$ cat src/rtl/ssa_pkg.sv
// ----------------------------------------------------------------------------
// ssa_pkg
// Shared types and constants for the segment sum accumulator.
// ----------------------------------------------------------------------------
package ssa_pkg;

  localparam int unsigned MaxSegmentsDef = 256;
  localparam int unsigned MaxRowDef      = 16;

  // width of the epoch tag kept with each sum entry; tag zero is never current
  localparam int unsigned TagW = 4;

  localparam logic [1:0] MODE_CLEAR = 2'd0;
  localparam logic [1:0] MODE_ACCUM = 2'd1;
  localparam logic [1:0] MODE_READ  = 2'd2;

  localparam logic [1:0] STAT_OK      = 2'd0;
  localparam logic [1:0] STAT_SEG_ERR = 2'd1;
  localparam logic [1:0] STAT_COL_ERR = 2'd2;

  localparam logic REG_NUM_SEGMENTS = 1'b0;
  localparam logic REG_ROW_SIZE     = 1'b1;

  localparam logic [31:0] CANON_NAN = 32'h7FC0_0000;

  typedef enum logic [1:0] {
    RES_ZERO,
    RES_CUR,
    RES_ADD
  } res_sel_e;

  typedef struct packed {
    logic     load;
    logic     decode;
    logic     epoch_inc;
    logic     epoch_rst;
    logic     sweep;
    logic     mem_rd;
    logic     add_start;
    logic     mem_wr;
    logic     res_load;
    res_sel_e res_sel;
  } ctrl_cmd_t;

  typedef struct packed {
    logic [1:0] mode;
    logic       err;
    logic       epoch_full;
    logic       sweep_last;
    logic       add_done;
  } ctrl_stat_t;

endpackage

$ cat src/rtl/ssa_ctrl.sv
// ----------------------------------------------------------------------------
// ssa_ctrl
// Sequencer: clearing pass, decode, memory read, add, write back, result.
// ----------------------------------------------------------------------------
module ssa_ctrl (
  input  logic                clk_i,
  input  logic                rst_ni,
  input  logic                start_i,
  input  ssa_pkg::ctrl_stat_t stat_i,
  output ssa_pkg::ctrl_cmd_t  cmd_o,
  output logic                busy_o,
  output logic                done_o
);
  import ssa_pkg::*;

  localparam logic [3:0] ST_INIT   = 4'd0;
  localparam logic [3:0] ST_IDLE   = 4'd1;
  localparam logic [3:0] ST_DEC    = 4'd2;
  localparam logic [3:0] ST_EVAL   = 4'd3;
  localparam logic [3:0] ST_READ   = 4'd4;
  localparam logic [3:0] ST_CUR    = 4'd5;
  localparam logic [3:0] ST_ADD    = 4'd6;
  localparam logic [3:0] ST_SWEEP  = 4'd7;
  localparam logic [3:0] ST_RESULT = 4'd8;

  logic [3:0] state_q, state_d;

  always_comb begin
    state_d = state_q;
    cmd_o   = '0;
    cmd_o.res_sel = RES_ZERO;
    case (state_q)
      ST_INIT: begin
        cmd_o.sweep = 1'b1;
        if (stat_i.sweep_last) begin
          cmd_o.epoch_rst = 1'b1;
          state_d = ST_IDLE;
        end
      end
      ST_IDLE: begin
        if (start_i) begin
          cmd_o.load = 1'b1;
          state_d = ST_DEC;
        end
      end
      ST_DEC: begin
        cmd_o.decode = 1'b1;
        state_d = ST_EVAL;
      end
      ST_EVAL: begin
        if (stat_i.mode == MODE_CLEAR) begin
          if (stat_i.epoch_full) begin
            state_d = ST_SWEEP;
          end else begin
            cmd_o.epoch_inc = 1'b1;
            cmd_o.res_load  = 1'b1;
            state_d = ST_RESULT;
          end
        end else if (stat_i.err ||
                     (stat_i.mode != MODE_ACCUM && stat_i.mode != MODE_READ)) begin
          cmd_o.res_load = 1'b1;
          state_d = ST_RESULT;
        end else begin
          state_d = ST_READ;
        end
      end
      ST_READ: begin
        cmd_o.mem_rd = 1'b1;
        state_d = ST_CUR;
      end
      ST_CUR: begin
        if (stat_i.mode == MODE_READ) begin
          cmd_o.res_load = 1'b1;
          cmd_o.res_sel  = RES_CUR;
          state_d = ST_RESULT;
        end else begin
          cmd_o.add_start = 1'b1;
          state_d = ST_ADD;
        end
      end
      ST_ADD: begin
        if (stat_i.add_done) begin
          cmd_o.mem_wr   = 1'b1;
          cmd_o.res_load = 1'b1;
          cmd_o.res_sel  = RES_ADD;
          state_d = ST_RESULT;
        end
      end
      ST_SWEEP: begin
        cmd_o.sweep = 1'b1;
        if (stat_i.sweep_last) begin
          cmd_o.epoch_rst = 1'b1;
          cmd_o.res_load  = 1'b1;
          state_d = ST_RESULT;
        end
      end
      ST_RESULT: begin
        state_d = ST_IDLE;
      end
      default: begin
        state_d = ST_IDLE;
      end
    endcase
  end

  always_ff @(posedge clk_i or negedge rst_ni) begin
    if (!rst_ni) begin
      state_q <= ST_INIT;
    end else begin
      state_q <= state_d;
    end
  end

  assign busy_o = state_q != ST_IDLE;
  assign done_o = state_q == ST_RESULT;

  a_done_single: assert property (@(posedge clk_i) disable iff (!rst_ni)
    done_o |=> !done_o) else $error("result strobe longer than one cycle");

  a_accept_busy: assert property (@(posedge clk_i) disable iff (!rst_ni)
    (start_i && !busy_o) |=> busy_o) else $error("transfer not followed by busy");

  a_wr_one_src: assert property (@(posedge clk_i) disable iff (!rst_ni)
    !(cmd_o.sweep && (cmd_o.mem_wr || cmd_o.mem_rd)))
    else $error("sweep overlaps item access");

  a_add_then_wr: assert property (@(posedge clk_i) disable iff (!rst_ni)
    cmd_o.mem_wr |-> stat_i.add_done) else $error("write back without add result");

endmodule

$ cat config.mk
export PLATFORM = sky130hd
export DESIGN_NAME = ssa_ctrl
export DESIGN_NICKNAME = d
export VERILOG_FILES = /design/src/rtl/ssa_pkg.sv /design/src/rtl/ssa_ctrl.sv
export SDC_FILE = /design/constraint.sdc
export NUM_CORES = 1
export LEC_CHECK = 0
export BUFFER_PORTS_ARGS = -buffer_cell sky130_fd_sc_hd__buf_2
export CORE_AREA = 2 2 39 41
export CTS_CLUSTER_SIZE = 25
export DETAILED_ROUTE_END_ITERATION = 10
export DIE_AREA = 0 0 41 43
export PLACE_DENSITY = 0.68
export RECOVER_POWER = 25
export SLEW_MARGIN = 40
export SYNTH_ARGS = -nofsm -noshare
export SYNTH_HDL_FRONTEND = slang
export SYNTH_SLANG_ARGS = --single-unit
$ cat constraint.sdc
create_clock -name clk_i -period 1.7 [get_ports clk_i]
set_input_delay 0.085 -clock clk_i [delete_from_list [all_inputs] [get_ports clk_i]]
set_output_delay 0.085 -clock clk_i [all_outputs]
set_load 0.1 [all_outputs]
; ---- Yosys cells after proc, flatten, opt, wreduce, memory -nomap -nowiden
; Index checks and enable logic that the tools add are counted.
[totals]
register_bits = 4
latchBits = 0
ramBits = 0
romBits = 0
out_inout_bits = 13
wordCells = 50
mem_count = 0
[classes]
n_addsub = 0
n_mul = 0
div_mod_pow = 0
magnitude_cmp = 0
n_eq_ne = 16
shifts = 0
muxes = 27
bitwise_logic = 0
n_reduce_logical = 6
[ops]
columns = cell, count
row1 = 4-bit 2-to-1 mux, 9
row2 = 4-bit case mux with 8 select lines, 1
row3 = "4-bit by 3-bit == test with 1-bit output, second input constant", 4
row4 = 1-bit 2-to-1 mux, 13
row5 = "2-bit != test, second input constant", 5
row6 = "4-bit by 2-bit == test with 1-bit output, second input constant", 2
row7 = "4-bit by 1-bit == test with 1-bit output, second input constant", 1
row8 = "4-bit == test, second input constant", 1
row9 = 4-bit zero test, 1
row10 = "4-bit by 1-bit != test with 1-bit output, second input constant", 1
row11 = 1-bit case mux with 4 select lines, 1
row12 = 2-bit case mux with 2 select lines, 1
row13 = 4-bit AND reduction, 1
row14 = 3-bit 2-to-1 mux, 1
row15 = "2-bit == test, second input constant", 1
row16 = 2-bit zero test, 1
row17 = 2-bit 2-to-1 mux, 1
row18 = "2-bit by 1-bit != test with 1-bit output, second input constant", 1
row19 = 2-bit OR reduction, 1
row20 = 1-bit logical AND, 1
row21 = 1-bit logical OR, 1

; ---- Depth between registers and ports, before layout
; Gate-level depths: netlist of the first run.
[logic_depth]
word_depth = 6
depth_mapped = 6
depth_no_buf = 6

; ---- Least setup slack after synthesis of the first run
; No wires, ideal clock.
[synth_path]
path_kind = reg2out
startpoint = reg state_q[3]
endpoint = out cmd_o[5] (netlist bit)
arrival_ps = 3024
required_ps = 1615
path_slack_ps = -1409
stages_incl_launch_ff = 4
cell_sequence = dfrtp_1 -> buf_4 -> nor2b_1 -> nor3b_1
[synth_lines]
columns = element, line
row1 = start: declaration, ssa_ctrl.sv:26  ; logic [3:0] state_q, state_d;
row2 = start signal: assignment, ssa_ctrl.sv:110  ; state_q <= state_d;
row3 = end: declaration, ssa_ctrl.sv:10  ; output ssa_pkg::ctrl_cmd_t cmd_o,

==> results.py, run 1 <==
metrics = {
    "yosys": {
        "yosysWarningCount": 0,
        "synth_area_per_cell_um2": 8.28,
        "synthesis.area_um2": 497,
        "ys_types": 26,
        "ys_ff_latch": 4,
        "ys_seq_area_share_pct": 20.2,
        "netlist_instances": 60,
        "syn_nets": 72,
    },
    "routing": {
        "drtIter0Drc": 9,
        "wl_per_cell_um": 12.8,
        "drt_pass1_iterations": 3,
        "wl_um": 1380,
        "route.detailed.drc": 0,
        "ant_nets": 0,
        "vias": 556,
        "via_per_inst": 5.15,
    },
    "clock_tree": {
        "cts-root-buf": "clkbuf_4",
        "cts_buffer_depth": 2,
        "clk_latency_ns": 0.23,
        "clk_pin_slew_ns": 0.04,
        "cts_htree_levels": 1,
        "cts_sinks": 4,
        "cts_buffers": 3,
        "cts_tree": "yes",
    },
    "worst_setup_path": {
        "max_stage_delay_ns": 0.45,
        "crit_chain": "nor2b_4 -> and3_4 -> a311o_2 -> buf_12",
        "crit_path_start_kind": "register",
        "critPathBufInv": 1,
        "worstPathArrival_ns": 1.56,
        "critical_path_depth": 4,
        "crit_required_ns": 1.62,
        "cp-end-kind": "output pin",
        "crit_path_top_delay_cell": "dfrtp_2",
        "cp_max_fo": 8,
        "r2r_cells": 5,
        "crit_type": "reg -> out",
        "crit_family": "flip-flops",
    },
    "floorplanning": {
        "chipHeight_um": 43,
        "die-area_mm2": 0.00176,
        "die_w_um": 41,
        "io_pins": 22,
        "rows": 14,
        "core_area_mm2": 0.00138,
        "start_util_pct": 35.9,
    },
    "global_route": {
        "overflow": 0,
        "grt_pass1_vias": 559,
        "grt_max_degree": 9,
        "grt.total_usage_pct": 18.9,
        "antenna_found_initial": 0,
        "grt_pass1_wl_um": 2270,
    },
    "final_layout": {
        "final_nets": 106,
        "top_register": "state_q",
        "diodes": 0,
        "largest_reg_flops": 4,
        "area_growth_pct": 92.9,
        "drive_above_1_share_pct": 57.6,
        "fin_util_pct": 69.3,
        "reg_top3": "state_q (4)",
    },
    "timing": {
        "setup_viol_count_final": 0,
        "tightest_slew_ns": 0.236,
        "clock.fmax_ghz": 0.610,
        "slew_viol_final": 0,
        "rsz0062_at_grt": "no",
        "relSlewSlack_pct": 84.3,
        "min_period_ns": 1.64,
        "fin_skew_ns": 0.00447,
        "hold_violations": 0,
        "fin_crit_sh_pct": 96.5,
    },
    "placement": {
        "portBuffers": 21,
        "dp_hpwl_um": 1130,
        "place_congestion": 0.763,
    },
    "hold_path": {
        "hold_class": "in -> async",
    },
    "job": {
        "drv_cap": 0,
    },
    "status": {
        "status": "complete, no violations",
    },
}
-- worst register-to-register path, cell delays in order, from the launching register on --
cell,delay (ns)
dfrtp_2,0.47
nand4bb_1,0.25
buf_4,0.19
or2_1,0.24
a211oi_1,0.22
mux2_1,0.16
-- synth_stat cells, drive strengths merged --
cell / n / share of area (%)
o22ai: 2 / 3.8
and2b: 1 / 2.0
dfrtp: 4 / 20
a21o: 1 / 1.5
nand4bb: 1 / 2.3
ha: 3 / 7.6
a32oi: 1 / 3.3
nor2b: 3 / 4.3
nor3b: 2 / 3.0
nor3: 1 / 2.0
a211oi: 1 / 1.5
a21oi: 1 / 1.0
buf: 4 / 7.6
and3: 5 / 6.3
and2: 3 / 3.8
nand2: 7 / 5.3
mux2: 3 / 6.8
a311o: 2 / 4.0
inv: 3 / 2.3
or2: 2 / 2.5
nor2: 8 / 6.0
a22oi: 2 / 3.0
-- layout by cell type, fill, tap and decap left out, drive strengths merged --
cell type and n:
dlygate4sd3 1, buf 30, and2 3, dfrtp 4, inv 3, o22ai 2, mux2 3, nor3 1
nand2 7, a311o 2, clkbuf 5, ha 3, a22oi 2, and3 5, nor2b 3, and2b 1
nor2 8, or2 2, a211oi 1, a21oi 1, nor3b 2, a32oi 1, nand4bb 1, a21o 1
-- kinds of logic (layout without fill, tap and decap cells) --
group / Yosys count / count (layout) / synth area share, %
buffers and inverters: 7 / 39 / 9.82
muxes: 3 / 3 / 6.80
and+or+nand+nor: 33 / 33 / 37.5
AOI/OAI and AO/OA: 10 / 10 / 18.1
adders and majority gates: 3 / 3 / 7.56
DFF: 4 / 4 / 20.2
-- metal layers --
| metal | routed length (µm) | vias up | GRT usage (%) | share of wire (%) |
|---|---|---|---|---|
| met2 | 819 | 14 | 34.1 | 59 |
| met4 | 0 | 0 | 0 | 0 |
| met3 | 56 | 0 | 6.81 | 4.1 |
| met1 | 504 | 267 | 21.2 | 37 |
| met5 | 0 | - | 0 | 0 |
| li1 | - | 275 | - | - |
-- layout make-up --
type	count	area, µm²
clock buffers	3	22.5
flip-flops and latches	4	105
inverters	3	11.3
repair buffers	33	389
well taps	16	20.0
fillers	109	425
multi-input cells	49	410
-- path summary, 6_finish.rpt --
check | startpoint | to | slack (ns)
worst max-delay path | state_q[2]$_DFFE_PN0P_ | cmd_o[2] | 0.06
worst min-delay path | rst_ni | state_q[0]$_DFFE_PN0P_ | 0.20
worst max register to register | state_q[3]$_DFFE_PN0P_ | state_q[1]$_DFFE_PN0P_ | 0.11
worst min register to register | state_q[1]$_DFFE_PN0P_ | state_q[2]$_DFFE_PN0P_ | 0.70
max in group asynchronous | rst_ni | state_q[3]$_DFFE_PN0P_ | 1.30
min in group clk_i | stat_i[1] | state_q[3]$_DFFE_PN0P_ | 0.32
-- repair_timing --
item / in CTS / in global routing
hold endpoints to repair: 4 / 0
setup endpoints to repair: 1 / 3
resized for setup: 5 / 5
hold buffers: 1 / 0
pin swaps: 0 / 1
buffers inserted: 2 / 1
-- through the flow --
| stage | area (µm²) | TNS (ns) | worst slack, ns | hold WS [ns] | cells |
|---|---|---|---|---|---|
| floorplan | 558 | -0.179 | -0.142 | -0.211 | 60 |
| global placement | 882 | 0 | 0.105 | -0.109 | 101 |
| detailed placement | 882 | 0 | 0.0788 | -0.107 | 101 |
| CTS | 938 | 0 | 0.0129 | 0.179 | 107 |
| global route | 958 | 0 | 0.0116 | 0.226 | 108 |
| finish | 958 | 0 | 0.0598 | 0.203 | 108 |
Power of run 1 is left out: the tool's default activity adds up to more than one toggle a clock period on the data nets, which glitch-free logic cannot reach.
==> run 2, diff against run 1 <==
RECOVER_POWER = 100   (was 25)
==> run 2 against run 1 <==
Against the previous run:
- critical path depth is the same
- setup slack worse by 0.00099 ns
- sequential share of layout area grew 1.3 points
- worst hold slack is the same
- non-clock buffer count is the same
- register-to-register slack got worse by 0.04 ns
- cell count unchanged
- maximum frequency about the same
- critical endpoint unchanged
==> results.py, run 2 (synthesis results as in run 1) <==
metrics = {
    "floorplanning": {
        "chipHeight_um": 43,
        "core_area_mm2": 0.00138,
        "start_util_pct": 35.9,
        "die_w_um": 41,
        "io_pins": 22,
        "die-area_mm2": 0.00176,
        "rows": 14,
    },
    "final_layout": {
        "layout_common_cells": "13 x buf_4, 7 x nand2_1, 7 x buf_2",
        "fill_cells": 130,
        "area_growth_pct": 72.5,
        "multi_input_area_um2": 408,
        "largest_reg_flops": 4,
        "final_common_cell": "buf_4",
        "top_register": "state_q",
        "diodes": 0,
        "drive_above_1_share_pct": 56.5,
        "fin_util_pct": 61.9,
        "reg_top3": "state_q (4)",
        "register_area_um2": 105,
        "final_nets": 106,
        "finalInstanceArea_um2": 857,
    },
    "worst_setup_path": {
        "crit_required_ns": 1.62,
        "critPathBufInv": 1,
        "crit_chain": "nor2b_4 -> and3_4 -> a311o_2 -> buf_12",
        "cp_max_fo": 8,
        "cp-end-kind": "output pin",
        "crit_path_start_kind": "register",
        "r2r_end": "state_q[0]$_DFFE_PN0P_",
        "critical_path_depth": 4,
        "crit_path_top_delay_cell": "dfrtp_2",
        "max_stage_delay_ns": 0.45,
        "r2r_slack_ns": 0.07,
        "r2r_cells": 5,
        "reg2reg_from": "state_q[1]$_DFFE_PN0P_",
        "crit_family": "flip-flops",
        "worstPathArrival_ns": 1.56,
        "crit_type": "reg -> out",
    },
    "placement": {
        "place_congestion": 0.763,
        "portBuffers": 21,
        "dp_hpwl_um": 1130,
        "place_area_um2": 882,
    },
    "clock_tree": {
        "clk_pin_slew_ns": 0.04,
        "cts_buffer_depth": 2,
        "cts_sinks": 4,
        "cts_buffers": 3,
        "cts-root-buf": "clkbuf_4",
        "cts_htree_levels": 1,
        "clk_latency_ns": 0.23,
        "cts_tree": "yes",
    },
    "timing": {
        "setup_viol_count_final": 0,
        "setup_tns_ns": 0,
        "tightest_slew_ns": 0.301,
        "hold_violations": 0,
        "relSlewSlack_pct": 80.0,
        "min_period_ns": 1.64,
        "clock.fmax_ghz": 0.609,
        "rsz0062_at_grt": "no",
        "fin_crit_sh_pct": 96.5,
        "slew_viol_final": 0,
        "fin_skew_ns": 0.00447,
    },
    "routing": {
        "vias": 555,
        "wl_per_cell_um": 13.0,
        "drt_pass1_iterations": 4,
        "route.detailed.drc": 0,
        "via_per_inst": 5.14,
        "drtIter0Drc": 9,
        "wl_um": 1400,
        "ant_nets": 0,
    },
    "global_route": {
        "grt_max_degree": 9,
        "grt_pass1_wl_um": 2270,
        "overflow": 0,
        "antenna_found_initial": 0,
        "grt.total_usage_pct": 18.9,
        "grt_pass1_vias": 559,
    },
    "status": {
        "status": "complete, no violations",
    },
    "job": {
        "drv_cap": 0,
    },
    "hold_path": {
        "hold_class": "in -> async",
    },
}
[run 2: cell types whose count changed in the layout (fill, tap and decap cells not counted), sizes merged]
| cell | previous run | this run |
|---|---|---|
| buf | 30 | 28 |
| clkbuf | 5 | 7 |
[run 2: final cells by class]
type	count	area share, %
Tap cell	16	2.34
Timing Repair Buffer	33	33.9
Sequential cell	4	12.3
Multi-Input combinational cell	49	47.6
Clock buffer	3	2.63
Inverter	3	1.31
[run 2: metrics by stage]
step | instances | setup WS (ns) | hold slack, ns
detailed placement | 101 | 0.0788 | -0.107
CTS | 107 | 0.0129 | 0.179
floorplan | 60 | -0.142 | -0.211
global route | 108 | 0.00603 | 0.226
finish | 108 | 0.0588 | 0.203
global placement | 101 | 0.105 | -0.109
[run 2: timing repair]
| action | 4_1_cts | 5_1_grt |
|---|---|---|
| gates resized for setup | 5 | 5 |
| hold buffers | 1 | 0 |
| endpoints found under the setup margin | 1 | 3 |
| setup buffers | 2 | 1 |
| pin swaps | 0 | 1 |
| hold endpoints to repair | 4 | 0 |
[run 2: metal layers]
| layer | vias up | wire (µm) | global-route usage, % |
|---|---|---|---|
| li1 | 275 | - | - |
| met1 | 266 | 513 | 21.2 |
| met2 | 14 | 818 | 34.1 |
| met3 | 0 | 73 | 6.81 |
| met4 | 0 | 0 | 0 |
| met5 | - | 0 | 0 |
[run 2: worst max path at each step]
| stage | start | end | slack [ns] |
|---|---|---|---|
| finish | state_q[2]$_DFFE_PN0P_ | cmd_o[2] | 0.06 |
| CTS | state_q[2]$_DFFE_PN0P_ | cmd_o[2] | 0.01 |
| detailed placement | state_q[1]$_DFFE_PN0P_ | cmd_o[2] | 0.08 |
| global placement | state_q[1]$_DFFE_PN0P_ | cmd_o[2] | 0.10 |
| global route | state_q[1]$_DFFE_PN0P_ | cmd_o[8] | 0.006 |
| floorplan | state_q[0]$_DFFE_PN0P_ | cmd_o[7] | -0.14 |
Power of run 2 is left out for the same reason.
==> run 3, diff against run 2 <==
clock period = 1.9 ns   (was 1.7 ns; I/O delays follow)
==> run 3 against run 2 <==
Against the previous run:
- via count is 9.5% lower
- non-clock buffer count decreased by 10
- wire length down 21%
- flip-flop and latch count did not move
- first-iteration DRC count rose by 11%
- global-route usage down 5.2 points
==> results.py, run 3 (synthesis results as in run 1) <==
metrics = {
    "status": {
        "status": "complete, no violations",
    },
    "clock_tree": {
        "cts_sinks": 4,
        "cts_buffers": 3,
        "clk_pin_slew_ns": 0.04,
        "cts_tree": "yes",
        "cts_htree_levels": 1,
        "cts_buffer_depth": 2,
        "clk_latency_ns": 0.23,
        "post_cts_buffers": 0,
        "cts-root-buf": "clkbuf_4",
    },
    "final_layout": {
        "fill_cells": 129,
        "area_growth_pct": 42.3,
        "drive_above_1_share_pct": 42.7,
        "register_area_um2": 101,
        "multi_input_area_um2": 360,
        "reg_top3": "state_q (4)",
        "layout_common_cells": "7 x nand2_1, 7 x clkbuf_4, 7 x buf_2",
        "final_nets": 96,
        "top_register": "state_q",
        "fin_util_pct": 51.1,
        "diodes": 0,
        "largest_reg_flops": 4,
    },
    "worst_setup_path": {
        "max_stage_delay_ns": 0.48,
        "crit_required_ns": 1.80,
        "reg2reg_from": "state_q[0]$_DFFE_PN0P_",
        "r2r_cells": 4,
        "cp-end-kind": "output pin",
        "r2r_slack_ns": 0.26,
        "crit_type": "reg -> out",
        "crit_chain": "nor2b_2 -> and3_1 -> a311o_2 -> buf_12",
        "worstPathArrival_ns": 1.74,
        "crit_path_start_kind": "register",
        "crit_path_top_delay_cell": "dfrtp_1",
        "cp_max_fo": 10,
        "r2r_end": "state_q[1]$_DFFE_PN0P_",
    },
    "routing": {
        "vias": 502,
        "route.detailed.drc": 0,
        "wl_um": 1100,
        "wl_per_cell_um": 11.3,
        "via_per_inst": 5.12,
        "drtIter0Drc": 10,
        "ant_nets": 0,
        "drt_pass1_iterations": 4,
    },
    "timing": {
        "min_period_ns": 1.84,
        "fin_skew_ns": 0.00165,
        "slew_viol_final": 0,
        "hold_violations": 0,
        "relSlewSlack_pct": 64.1,
        "whs_ns": 0.224,
        "setup_viol_count_final": 0,
        "tightest_slew_ns": 0.540,
        "fin_crit_sh_pct": 96.6,
        "rsz0062_at_grt": "no",
        "clock.fmax_ghz": 0.545,
        "setup_tns_ns": 0,
    },
    "global_route": {
        "antenna_found_initial": 0,
        "overflow": 0,
        "grt.total_usage_pct": 13.7,
        "grt_max_degree": 13,
        "grt_pass1_wl_um": 1700,
        "grt_pass1_vias": 409,
    },
    "placement": {
        "portBuffers": 21,
        "place_congestion": 0.707,
        "dp_hpwl_um": 876,
    },
    "floorplanning": {
        "die-area_mm2": 0.00176,
        "core_area_mm2": 0.00138,
        "rows": 14,
        "chipHeight_um": 43,
        "io_pins": 22,
        "start_util_pct": 35.9,
        "die_w_um": 41,
    },
    "job": {
        "drv_cap": 0,
    },
    "hold_path": {
        "hold_class": "in -> async",
    },
}
[run 3: cell types whose count changed in the layout (fill, tap and decap cells not counted), moves of 2 or more]
| cell | delta |
|---|---|
| dfrtp_2 | -3 |
| nor2b_2 | +2 |
| buf_8 | -2 |
| nor2b_4 | -2 |
| dfrtp_1 | +3 |
| nor3b_4 | -2 |
| clkbuf_4 | +2 |
| buf_4 | -12 |
| buf_6 | -3 |
| clkbuf_2 | +4 |
[run 3: worst max-delay path, delay by kind of cell (launching register included)]
kind                   cells  cell delay, ns
flip-flops                 1            0.48
AO/OA/AOI/OAI              1            0.35
buffers and inverters      1            0.17
AND/OR/NAND/NOR            2            0.49
[run 3: repair_timing]
action	in CTS	in global routing
setup endpoints to repair	0	2
hold buffers	1	0
resized for setup	0	3
endpoints found under the hold margin	4	0
[run 3: worst max-delay path by stage]
stage	startpoint	endpoint	slack [ns]
global route	state_q[2]$_DFFE_PN0P_	cmd_o[2]	0.008
finish	state_q[2]$_DFFE_PN0P_	cmd_o[2]	0.06
detailed placement	state_q[0]$_DFFE_PN0P_	state_q[1]$_DFFE_PN0P_	0.29
CTS	state_q[1]$_DFFE_PN0P_	cmd_o[7]	0.03
floorplan	state_q[3]$_DFFE_PN0P_	cmd_o[5]	-0.24
global placement	state_q[1]$_DFFE_PN0P_	cmd_o[7]	0.30
[run 3: cell type report]
type	count	share of cell area [%]
multi-input combinational	49	51.0
timing repair buffer	23	27.1
sequential	4	14.3
clock buffer	3	3.19
tap	16	2.83
inverter	3	1.59
[run 3: through the flow]
| step | worst slack (ns) | cell area, µm² | instances |
|---|---|---|---|
| floorplan | -0.245 | 528 | 60 |
| global placement | 0.299 | 728 | 94 |
| detailed placement | 0.285 | 728 | 94 |
| CTS | 0.0296 | 761 | 98 |
| global route | 0.00813 | 707 | 98 |
| finish | 0.0638 | 707 | 98 |
[run 3: metal layers]
metal | vias to the layer above | GRT usage, % | share of wire (%)
met5 | - | 0 | 0
met4 | 0 | 4.00 | 0
met3 | 0 | 5.76 | 6.3
met2 | 17 | 18.1 | 49
met1 | 230 | 19.9 | 45
li1 | 255 | - | -
Power of run 3 is left out for the same reason.
